File: config.mk
export PLATFORM = sky130hd
export DESIGN_NAME = drift_diffusion_trial_stepper_core
export DESIGN_NICKNAME = d
export VERILOG_FILES = /design/src/rtl/ddts_pkg.sv /design/src/rtl/ddts_time_out.sv /design/src/rtl/drift_diffusion_trial_stepper_core.sv
export SDC_FILE = /design/constraint.sdc
export NUM_CORES = 2
export LEC_CHECK = 0
export ABC_AREA = 1
export ABC_CLOCK_PERIOD_IN_PS = 42400
export BUFFER_PORTS_ARGS = -buffer_cell sky130_fd_sc_hd__buf_4
export CAP_MARGIN = 20
export CORE_ASPECT_RATIO = 1.2
export CORE_MARGIN = 3
export CORE_UTILIZATION = 55
export CTS_BUF_LIST = sky130_fd_sc_hd__clkbuf_8
export DETAILED_ROUTE_END_ITERATION = 7
export PLACE_DENSITY = 0.73
export SYNTH_ARGS = -nofsm -noshare
export SYNTH_HDL_FRONTEND = slang
export SYNTH_SLANG_ARGS = --single-unit
File: constraint.sdc
create_clock -name i_clk -period 42.4 [get_ports i_clk]
set_clock_uncertainty 0.2 [all_clocks]
set_input_delay 6.36 -clock i_clk [delete_from_list [all_inputs] [get_ports i_clk]]
set_output_delay 6.36 -clock i_clk [all_outputs]
set_load 0.1 [all_outputs]
File: src/rtl/ddts_pkg.sv
`default_nettype none

package ddts_pkg;

    // Configuration register indexes.
    typedef enum logic [2:0] {
        CFG_DRIFT_STEP        = 3'd0,
        CFG_POST_DRIFT_STEP   = 3'd1,
        CFG_NOISE_SCALE       = 3'd2,
        CFG_UPPER_BOUND       = 3'd3,
        CFG_START_LEVEL       = 3'd4,
        CFG_NONDECISION_STEPS = 3'd5
    } t_cfg_idx;

    localparam int unsigned CFG_INDEX_W = 3;
    localparam int unsigned CFG_DATA_W  = 32;
    localparam int unsigned LEVEL_W     = 32;
    localparam int unsigned BOUND_W     = 31;
    localparam int unsigned SCALE_W     = 16;
    localparam int unsigned NOISE_W     = 16;
    localparam int unsigned POST_W      = 16;
    localparam int unsigned NDT_W       = 24;
    localparam int unsigned OUT_TIME_W  = 32;
    // Scaled noise term: floor(noise * scale / 2^12) always fits in 20 signed bits.
    localparam int unsigned NTERM_W     = 20;

    localparam logic [BOUND_W-1:0] UPPER_BOUND_RST = 31'd65536;
    localparam logic [BOUND_W-1:0] START_LEVEL_RST = 31'd32768;

    localparam int unsigned S_TDATA_W = 32;
    localparam int unsigned M_TDATA_W = 136;

    // Result item as packed on the master-side tdata (last member in the lowest bits).
    typedef struct packed {
        logic [5:0]             pad;
        logic [LEVEL_W-1:0]     confidence;
        logic [OUT_TIME_W-1:0]  total_time;
        logic [LEVEL_W-1:0]     final_evidence;
        logic                   correct;
        logic                   response;
        logic [OUT_TIME_W-1:0]  decision_time;
    } t_result;

endpackage

`default_nettype wire

File: src/rtl/ddts_time_out.sv
`default_nettype none

// Adds the non-decision steps to a step count, saturates at the count's full
// scale and then at the 32-bit range of the reported time.
module ddts_time_out #(
    parameter int unsigned TIME_BITS = 32
) (
    input  wire logic [TIME_BITS-1:0]           i_steps,
    input  wire logic [ddts_pkg::NDT_W-1:0]     i_extra,
    output logic      [ddts_pkg::OUT_TIME_W-1:0] o_time
);

    localparam int unsigned SW =
        ((TIME_BITS > ddts_pkg::NDT_W) ? TIME_BITS : ddts_pkg::NDT_W) + 1;

    logic [SW-1:0] w_sum;
    logic [SW-1:0] w_max;
    logic [SW-1:0] w_sat;

    assign w_sum = SW'(i_steps) + SW'(i_extra);
    assign w_max = {{(SW-TIME_BITS){1'b0}}, {TIME_BITS{1'b1}}};
    assign w_sat = (w_sum > w_max) ? w_max : w_sum;

    generate
        if (SW > ddts_pkg::OUT_TIME_W) begin : g_wide
            assign o_time = (|w_sat[SW-1:ddts_pkg::OUT_TIME_W]) ?
                            {ddts_pkg::OUT_TIME_W{1'b1}} :
                            w_sat[ddts_pkg::OUT_TIME_W-1:0];
        end else begin : g_narrow
            assign o_time = ddts_pkg::OUT_TIME_W'(w_sat);
        end
    endgenerate

endmodule

`default_nettype wire

File: src/rtl/drift_diffusion_trial_stepper_core.sv
`default_nettype none

// Drift-diffusion trial stepper. Every transfer on the slave-side stream is one
// time step of a trial and carries one standard-normal noise sample in Q4.12;
// a trial starts at the start level, adds the drift step and the scaled noise
// on each step until the evidence reaches the upper bound or falls to zero,
// clamps it there, and then runs the number of post-decision steps given on the
// deciding item at the post-decision drift. One result transfer leaves per
// trial, carrying decision time, response, correctness, final evidence, total
// time and confidence. The block takes one step per clock cycle when the
// result side is not stalled: the first stage registers the noise multiplied
// by the noise scale, the second adds it to the running evidence, compares
// against both bounds and loads the output register, so a result is offered on
// the result stream from the output register once the step that ends the
// trial has passed the input register; a stalled result side can hold it there.
// A finished result is held in an output register while one further step
// waits in the input register. Configuration writes are taken in every
// cycle and are meant to be made while no step is in flight; a change of start
// level acts on the next trial.
module drift_diffusion_trial_stepper_core #(
    parameter int unsigned TIME_BITS = 32
) (
    input  wire logic                                i_clk,
    input  wire logic                                i_rst_n,
    // Step stream.
    input  wire logic                                i_s_tvalid,
    output logic                                     o_s_tready,
    // From bit 0: noise[15:0], post_steps[31:16].
    input  wire logic [ddts_pkg::S_TDATA_W-1:0]      i_s_tdata,
    // Result stream.
    output logic                                     o_m_tvalid,
    input  wire logic                                i_m_tready,
    // From bit 0: decision_time[31:0], response[32], correct[33],
    // final_evidence[65:34], total_time[97:66], confidence[129:98], zeros.
    output logic      [ddts_pkg::M_TDATA_W-1:0]      o_m_tdata,
    // Configuration write channel.
    input  wire logic                                i_cfg_valid,
    output logic                                     o_cfg_ready,
    input  wire logic [ddts_pkg::CFG_INDEX_W-1:0]    i_cfg_index,
    input  wire logic [ddts_pkg::CFG_DATA_W-1:0]     i_cfg_data
);

    localparam int unsigned LW = ddts_pkg::LEVEL_W;

    // Saturates a 34-bit signed sum to the signed 32-bit range.
    function automatic logic [LW-1:0] sat_level(input logic signed [LW+1:0] x);
        logic signed [LW+1:0] hi;
        logic signed [LW+1:0] lo;
        hi = {3'b000, {(LW-1){1'b1}}};
        lo = {3'b111, {(LW-1){1'b0}}};
        if (x > hi) begin
            sat_level = hi[LW-1:0];
        end else if (x < lo) begin
            sat_level = lo[LW-1:0];
        end else begin
            sat_level = x[LW-1:0];
        end
    endfunction

    // Configuration registers.
    logic signed [LW-1:0]                   r_drift;
    logic signed [LW-1:0]                   r_post_drift;
    logic [ddts_pkg::SCALE_W-1:0]           r_noise_scale;
    logic [ddts_pkg::BOUND_W-1:0]           r_upper_bound;
    logic [ddts_pkg::BOUND_W-1:0]           r_start_level;
    logic [ddts_pkg::NDT_W-1:0]             r_nd_steps;

    assign o_cfg_ready = 1'b1;

    always_ff @(posedge i_clk) begin
        if (!i_rst_n) begin
            r_drift       <= '0;
            r_post_drift  <= '0;
            r_noise_scale <= '0;
            r_upper_bound <= ddts_pkg::UPPER_BOUND_RST;
            r_start_level <= ddts_pkg::START_LEVEL_RST;
            r_nd_steps    <= '0;
        end else if (i_cfg_valid && o_cfg_ready) begin
            case (ddts_pkg::t_cfg_idx'(i_cfg_index))
                ddts_pkg::CFG_DRIFT_STEP:        r_drift       <= i_cfg_data;
                ddts_pkg::CFG_POST_DRIFT_STEP:   r_post_drift  <= i_cfg_data;
                ddts_pkg::CFG_NOISE_SCALE:
                    r_noise_scale <= i_cfg_data[ddts_pkg::SCALE_W-1:0];
                ddts_pkg::CFG_UPPER_BOUND:
                    r_upper_bound <= i_cfg_data[ddts_pkg::BOUND_W-1:0];
                ddts_pkg::CFG_START_LEVEL:
                    r_start_level <= i_cfg_data[ddts_pkg::BOUND_W-1:0];
                ddts_pkg::CFG_NONDECISION_STEPS:
                    r_nd_steps    <= i_cfg_data[ddts_pkg::NDT_W-1:0];
                default: begin
                end
            endcase
        end
    end

    // ------------------------------------------------------------------
    // Stage 1: scale the noise sample. The product of a signed Q4.12 sample
    // and an unsigned Q0.16 scale is shifted down by twelve; taking the upper
    // bits of the two's complement product rounds towards minus infinity.
    // ------------------------------------------------------------------
    logic signed [ddts_pkg::NOISE_W-1:0]    w_noise;
    logic signed [LW:0]                     w_prod;
    logic                                   w_adv;
    logic                                   r_s1_valid;
    logic signed [ddts_pkg::NTERM_W-1:0]    r_s1_nterm;
    logic [ddts_pkg::POST_W-1:0]            r_s1_post_steps;

    assign w_noise    = i_s_tdata[ddts_pkg::NOISE_W-1:0];
    assign w_prod     = w_noise * $signed({1'b0, r_noise_scale});
    assign o_s_tready = !r_s1_valid || w_adv;

    always_ff @(posedge i_clk) begin
        if (!i_rst_n) begin
            r_s1_valid <= 1'b0;
        end else if (i_s_tvalid && o_s_tready) begin
            r_s1_valid <= 1'b1;
        end else if (w_adv) begin
            r_s1_valid <= 1'b0;
        end
    end

    always_ff @(posedge i_clk) begin
        if (i_s_tvalid && o_s_tready) begin
            r_s1_nterm      <= w_prod[ddts_pkg::NTERM_W+11:12];
            r_s1_post_steps <= i_s_tdata[ddts_pkg::NOISE_W+ddts_pkg::POST_W-1:ddts_pkg::NOISE_W];
        end
    end

    // ------------------------------------------------------------------
    // Stage 2: evidence update, bound checks and trial bookkeeping.
    // ------------------------------------------------------------------
    logic signed [LW-1:0]            r_level;
    logic [TIME_BITS-1:0]            r_step_count;
    logic [TIME_BITS-1:0]            r_dec_steps;
    logic                            r_in_post;
    logic                            r_chose_upper;
    logic                            r_was_correct;
    logic [ddts_pkg::POST_W-1:0]     r_post_left;

    logic signed [LW-1:0]            w_base;
    logic signed [LW-1:0]            w_drift_sel;
    logic signed [LW+1:0]            w_sum;
    logic signed [LW-1:0]            w_sat;
    logic signed [LW:0]              w_bound_s;
    logic                            w_hit_up;
    logic                            w_hit_lo;
    logic                            w_decide;
    logic signed [LW-1:0]            w_level_nx;
    logic [TIME_BITS-1:0]            w_cnt_nx;
    logic [ddts_pkg::POST_W-1:0]     w_post_dec;
    logic                            w_emit;
    logic                            w_resp;
    logic                            w_corr;
    logic [TIME_BITS-1:0]            w_dec_nx;
    logic signed [LW+1:0]            w_conf_raw;
    logic [ddts_pkg::OUT_TIME_W-1:0] w_dec_time;
    logic [ddts_pkg::OUT_TIME_W-1:0] w_tot_time;
    ddts_pkg::t_result               w_result;

    // The first step of a trial starts from the start level register.
    assign w_base = r_in_post ? r_level :
                    ((r_step_count == '0) ? $signed({1'b0, r_start_level}) : r_level);
    assign w_drift_sel = r_in_post ? r_post_drift : r_drift;
    assign w_sum = {{2{w_base[LW-1]}}, w_base}
                 + {{2{w_drift_sel[LW-1]}}, w_drift_sel}
                 + {{(LW+2-ddts_pkg::NTERM_W){r_s1_nterm[ddts_pkg::NTERM_W-1]}}, r_s1_nterm};
    assign w_sat = sat_level(w_sum);

    assign w_bound_s = $signed({2'b00, r_upper_bound});
    assign w_hit_up  = !r_in_post && ($signed({w_sat[LW-1], w_sat}) >= w_bound_s);
    assign w_hit_lo  = !r_in_post && !w_hit_up && (w_sat <= 0);
    assign w_decide  = w_hit_up || w_hit_lo;

    assign w_level_nx = w_hit_up ? $signed({1'b0, r_upper_bound}) :
                        (w_hit_lo ? '0 : w_sat);
    assign w_cnt_nx   = (r_step_count == {TIME_BITS{1'b1}}) ? r_step_count
                                                            : r_step_count + 1'b1;
    assign w_post_dec = r_post_left - 1'b1;

    assign w_emit = w_decide ? (r_s1_post_steps == '0)
                             : (r_in_post && (w_post_dec == '0));

    // Correctness follows the sign of the decision drift as it stood at the decision.
    assign w_resp   = w_decide ? w_hit_up : r_chose_upper;
    assign w_corr   = w_decide ? (w_hit_up ? (r_drift > 0) : (r_drift < 0)) : r_was_correct;
    assign w_dec_nx = w_decide ? w_cnt_nx : r_dec_steps;

    assign w_conf_raw = w_resp ?
        ({{2{w_level_nx[LW-1]}}, w_level_nx} - $signed({3'b000, r_upper_bound})) :
        (-{{2{w_level_nx[LW-1]}}, w_level_nx});

    ddts_time_out #(.TIME_BITS(TIME_BITS)) u_dec_time (
        .i_steps (w_dec_nx),
        .i_extra (r_nd_steps),
        .o_time  (w_dec_time)
    );

    ddts_time_out #(.TIME_BITS(TIME_BITS)) u_tot_time (
        .i_steps (w_cnt_nx),
        .i_extra (r_nd_steps),
        .o_time  (w_tot_time)
    );

    always_comb begin
        w_result                = '0;
        w_result.decision_time  = w_dec_time;
        w_result.response       = w_resp;
        w_result.correct        = w_corr;
        w_result.final_evidence = w_level_nx;
        w_result.total_time     = w_tot_time;
        w_result.confidence     = sat_level(w_conf_raw);
    end

    // A step moves on whenever the output register is free or being emptied.
    logic              r_m_valid;
    ddts_pkg::t_result r_m_data;

    assign w_adv      = r_s1_valid && (!r_m_valid || i_m_tready);
    assign o_m_tvalid = r_m_valid;
    assign o_m_tdata  = r_m_data;

    always_ff @(posedge i_clk) begin
        if (!i_rst_n) begin
            r_step_count  <= '0;
            r_dec_steps   <= '0;
            r_in_post     <= 1'b0;
            r_chose_upper <= 1'b0;
            r_was_correct <= 1'b0;
            r_post_left   <= '0;
        end else if (w_adv) begin
            if (w_emit) begin
                // The trial is complete; the next step starts a fresh one.
                r_step_count  <= '0;
                r_dec_steps   <= '0;
                r_in_post     <= 1'b0;
                r_chose_upper <= 1'b0;
                r_was_correct <= 1'b0;
                r_post_left   <= '0;
            end else begin
                r_step_count <= w_cnt_nx;
                if (w_decide) begin
                    r_in_post     <= 1'b1;
                    r_chose_upper <= w_hit_up;
                    r_was_correct <= w_corr;
                    r_dec_steps   <= w_cnt_nx;
                    r_post_left   <= r_s1_post_steps;
                end else if (r_in_post) begin
                    r_post_left <= w_post_dec;
                end
            end
        end
    end

    always_ff @(posedge i_clk) begin
        if (w_adv) begin
            r_level <= w_level_nx;
        end
    end

    always_ff @(posedge i_clk) begin
        if (!i_rst_n) begin
            r_m_valid <= 1'b0;
        end else if (w_adv) begin
            r_m_valid <= w_emit;
        end else if (i_m_tready) begin
            r_m_valid <= 1'b0;
        end
    end

    always_ff @(posedge i_clk) begin
        if (w_adv && w_emit) begin
            r_m_data <= w_result;
        end
    end

    // ------------------------------------------------------------------
    // Assertions
    // ------------------------------------------------------------------
    a_post_left_nonzero: assert property (@(posedge i_clk) disable iff (!i_rst_n)
        r_in_post |-> (r_post_left != '0))
        else $error("post phase entered with no post steps left");

    a_post_after_step: assert property (@(posedge i_clk) disable iff (!i_rst_n)
        r_in_post |-> (r_step_count != '0) && (r_dec_steps <= r_step_count))
        else $error("decision step count inconsistent with step count");

    a_emit_restarts: assert property (@(posedge i_clk) disable iff (!i_rst_n)
        (w_adv && w_emit) |=> (!r_in_post && (r_step_count == '0) && r_m_valid))
        else $error("trial not restarted after its result");

    a_no_overwrite: assert property (@(posedge i_clk) disable iff (!i_rst_n)
        (r_m_valid && !i_m_tready) |-> !w_adv)
        else $error("stalled result overwritten");

endmodule

`default_nettype wire

* Word-level counts from Yosys, hierarchy flattened
Cells that the tools add are included. W data, S select, Z words.
Word-level totals: bits in registers 449, input port bits 72, output and inout bits 139, word-level logic and storage cells 111
Cells by class: reductions and logical operators 32, order comparisons 10, equal/unequal tests 6, multipliers 1, multiplexer cells 31, $add $sub $neg 8
Operator list (count):
- $mux W32 | 12
- $gt A34 B32 Y1 const B | 2
- $lt A34 B32 Y1 const B | 2
- $add A32 B24 Y33 | 2
- $gt A33 B32 Y1 const B | 2
- $mux W33 | 2
- $mux W16 | 3
- $add A33 B20 Y34 | 1
- $mux W34 | 1
- $neg A34 Y34 | 1
- $add A32 B32 Y33 | 1
- $sub A32 B32 Y33 | 1
- $add A32 B1 Y32 const B | 1
- $eq A32 B32 Y1 const B | 1
- $ge A32 B32 Y1 | 1
- $gt A32 B1 Y1 const B | 1
- $le A32 B1 Y1 const B | 1
- $logic_not A16 Y1 | 2
- $logic_not A32 Y1 | 1
- $lt A32 B1 Y1 const B | 1
- $mul A16 B17 Y32 | 1
- $reduce_and A2 Y1 | 8
- $sub A16 B1 Y16 const B | 1
- $mux W1 | 13
- 10 further kinds | 26

* Longest topological paths before layout
word-level depth 19, depth in mapped cells 78, depth with buffers taken out 75

* Hierarchy
Synthesis repeated with hierarchy kept, for this count alone.
Unflattened totals: cell total of the unflattened synthesis 5254, area, all modules 38085.3 µm²
Modules (own cells, without submodules):
- drift_diffusion_trial_stepper_core | area each 33231.9 µm², sequential area each 10970.5 µm², cells each 4242, instances 1
- ddts_time_out at u_dec_time | area each 2429.8 µm², sequential area each 0.0 µm², cells each 507, instances 1
- ddts_time_out at u_tot_time | area each 2423.6 µm², sequential area each 0.0 µm², cells each 505, instances 1

* Worst setup path before layout
OpenSTA, ideal clock, no wires.
kind in2reg, from input port i_m_tready, to register r_m_data, in the netlist o_m_tdata[0] (enable), cell stages on the path 5, required time 41.536 ns, path slack 26.856 ns, buffers on the path 1, setup time 0.664 ns, arrival time 14.680 ns, cell sequence nor2_1 > nor2_1 > inv_1 > clkbuf_1 > a21oi_1
Between the ends: longest elaborated chain between the ends 3
Ends and longest elaborated chain:
- start: declaration | RTL line drift_diffusion_trial_stepper_core.sv:32 | input wire logic i_m_tready,
- $logic_or A1 B1 Y1 | RTL line drift_diffusion_trial_stepper_core.sv:218 | assign w_adv = r_s1_valid && (!r_m_valid || i_m_tready);
- $logic_and A1 B1 Y1 | RTL line drift_diffusion_trial_stepper_core.sv:218
- via w_adv | RTL line drift_diffusion_trial_stepper_core.sv:103 | logic w_adv;
- $logic_and A1 B1 Y1 | RTL line drift_diffusion_trial_stepper_core.sv:271 | if (w_adv && w_emit) begin
- end signal: assignment | RTL line drift_diffusion_trial_stepper_core.sv:272 | r_m_data <= w_result;
- end: declaration | RTL line drift_diffusion_trial_stepper_core.sv:216 | ddts_pkg::t_result r_m_data;
The timed path passes the listed nets, and every way through them passes these cells. A chain may end at the register's enable or synchronous reset.

* Worst setup path after layout
from input port i_m_tready, to output port o_s_tready
Between the ends: longest elaborated chain between the ends 3
Ends and longest elaborated chain:
- $logic_or A1 B1 Y1 | RTL line drift_diffusion_trial_stepper_core.sv:218
- $logic_and A1 B1 Y1 | RTL line drift_diffusion_trial_stepper_core.sv:218
- $logic_or A1 B1 Y1 | RTL line drift_diffusion_trial_stepper_core.sv:110 | assign o_s_tready = !r_s1_valid || w_adv;
- end: declaration | RTL line drift_diffusion_trial_stepper_core.sv:27 | output logic o_s_tready,
Every way passes these cells.

==> impl_metrics.tcl <==
set metrics [dict create \
    worst_slew_pin_slew_ns 1.041 \
    worstSetupPathType "in2out" \
    antenna_found_initial 1 \
    timing.rr.start "r_step_count[0]" \
    num-fill-cells 5815 \
    status "complete, no violations" \
    final-seq-area_um2 10970 \
    cts_buffer_depth 3 \
    num_io_pins 211 \
    dp_hpwl_um 74020 \
    setup_viol 0 \
    slew_violations 0 \
    reg2regPathDepth 64 \
    synth_seq_cells 449 \
    post_cts_buffers 0 \
    multiInputGateArea_um2 20980 \
    grt_pass1_wl_um 157200 \
    cts_buffers 75 \
    period_minus_slack_ns 13.69 \
    yosys_warnings 0 \
    syn_area_um2 35590 \
    dp_cells 5574 \
    path_clk_slew_ns 0.06 \
    hold_depth 2 \
    synth_ff_type "dfxtp_1" \
    hp-class "reg2reg" \
    chipWidth_um 238.2 \
    cts_sinks 449 \
    vias_per_cell 5.395 \
    rsz0062_at_grt "false" \
    htree_levels 3 \
    cp.required_ns 35.84 \
    cts_tree "yes" \
    syn_avg_cell_area_um2 7.572 \
    gr-usage-all-layers_pct 28.81 \
    place_congestion 0.9455 \
    clk_latency_ns 0.68 \
    syn_inst 4701 \
    drtIter0Drc 2339 \
    ff2ff_setup_slack_ns 29.57 \
    num_vias 30828 \
    final_nets 5390 \
    synthArstFlopShare_pct 0 \
    fmax_mhz 73.04 \
    end_kind "output port" \
    whs_endpoint "r_start_level[15]" \
    die_area_um2 67820 \
    cp_data_arrival_time_ns 7.13 \
    synth_edf_count 198 \
    clockRootBuffer "clkbuf_8" \
    dp_slack_ns 28.69 \
    grt_max_degree 101 \
    fp.dieH_um 284.7 \
    tns_ns 0 \
    overflow 0 \
    startpoint_type "primary input" \
    syn2layout_area_growth_pct 10.29 \
    ant_nets 0 \
    drc 0 \
    synth_cell_types 52 \
    row_count 101 \
    fin_hold_ws_ns 0.2619 \
    drive_above_1_share_pct 8.632 \
    drt-total-wl_um 97430 \
    first_pass_iters 7 \
    stdcell_count 5714 \
    setup_ws_ns 28.71 \
    post_drt_wl_per_cell_um 17.05 \
    min_from "r_start_level[15]" \
    finalCritPeriodShare_pct 32.29 \
    ys_seq_area_share_pct 30.82 \
    hold_buffers 0 \
    maxCapViolCount 0 \
    cts_resized 0 \
    initial_core_util_pct 55.89 \
    core-area_um2 63690 \
    crit_fanout 3 \
    final-hold-violation-count 0 \
    grt_pass1_vias 30194 \
    slew_headroom_pct 30.41 \
    rr_endpoint "o_m_tdata[21]" \
    portBuffers 203 \
]
## sequential cells by signal, summed over array words and instances (netlist names), 20 cells and up
name / count
r_start_level: 31
r_nd_steps: 24
r_s1_nterm: 20
r_level: 32
o_m_tdata: 130
r_upper_bound: 31
r_dec_steps: 32
r_post_drift: 32
r_drift: 32
r_step_count: 32
## cells by family after synthesis
| kind of cell | share of synthesized area, % |
|---|---|
| AOI/OAI and AO/OA | 10.58 |
| adders and majority gates | 22.05 |
| DFF | 30.82 |
| xor gates and xnor gates | 3.519 |
| other | 0.02110 |
| muxes | 0.8718 |
| buffers and inverters | 10.36 |
| and+or+nand+nor | 21.77 |
## synth_stat cells, types with 10 or more instances
master	n	area, µm²
mux2i_1	31	310.3
nor4_1	19	118.9
xnor2_1	43	376.6
nor3_1	43	215.2
buf_4	12	90.09
inv_2	10	37.54
a21oi_1	318	1592
o21ai_1	13	65.06
a31oi_1	11	68.82
o21bai_1	13	97.59
ha_1	261	3266
dfxtp_1	251	5025
o211ai_1	17	127.6
nand2_1	1219	4576
fa_1	229	4584
clkbuf_1	161	604.3
o21ai_0	303	1516
edfxtp_1	198	5946
xor2_1	100	875.8
nand4_1	41	256.5
or2_2	19	118.9
nand3_1	110	550.5
inv_1	746	2800
nor2_1	429	1610
nand2_2	16	100.1
## area by class of cell
class	instances	share of cell area, %
well taps	824	2.626
clock buffers	90	3.155
diodes	1	0.006374
inverters	758	7.248
multi-input cells	3305	53.45
clock inverters	48	0.9721
flip-flops and latches	449	27.94
repair buffers	239	4.602
## stage by stage
stage               area [µm²]  util (%)
CTS                      39240     61.60
finish                   39260     61.64
global route             39260     61.64
floorplan                35610         -
global placement         37610     59.06
detailed placement       37610     59.06
## metal layers
metal / part of all wire (%) / vias to the layer above / track usage, %
met5: 0 / - / 0
met4: 4.3 / 0 / 12.14
met3: 5.7 / 224 / 3.649
met2: 50 / 1016 / 51.47
met1: 40 / 14477 / 34.92
li1: - / 15111 / -
## how the worst max path moves through the flow
stage / start / end / depth (start not counted)
3_3_place_gp: i_m_tready / o_s_tready / 4
5_1_grt: r_step_count[0] / o_m_tdata[31] / 68
4_1_cts: i_m_tready / o_s_tready / 4
6_report: i_m_tready / o_s_tready / 4
3_5_place_dp: i_m_tready / o_s_tready / 4
2_1_floorplan: i_m_tready / o_m_tdata[0] / 5
## cell usage in the layout (no fill, tap or decap), drive strengths merged, types with 3 or more instances in the layout
cell      count
nand2      1236
o21bai       13
xnor2        43
a21boi        8
nor3         43
a21o          8
edfxtp      198
a211oi        5
a31oi        11
inv         775
fa          229
ha          261
dfxtp       251
o21ai       318
o22ai         4
clkinv       21
conb          7
clkbuf       90
nand4        41
xor2        100
o31ai         3
o211ai       17
a21oi       318
or2          19
clkinvlp      4
mux2i        31
buf         239
nor3b         3
nor2        439
bufinv        6
nor4         20
nand3       115
## critical path: stages
cell	delay [ns]
buf_4	0.10
nor2_1	0.25
nand2_1	0.15
buf_4	0.26
Power is left out: the tool's default activity adds up to more than one toggle a clock period on the data nets, which glitch-free logic cannot reach.
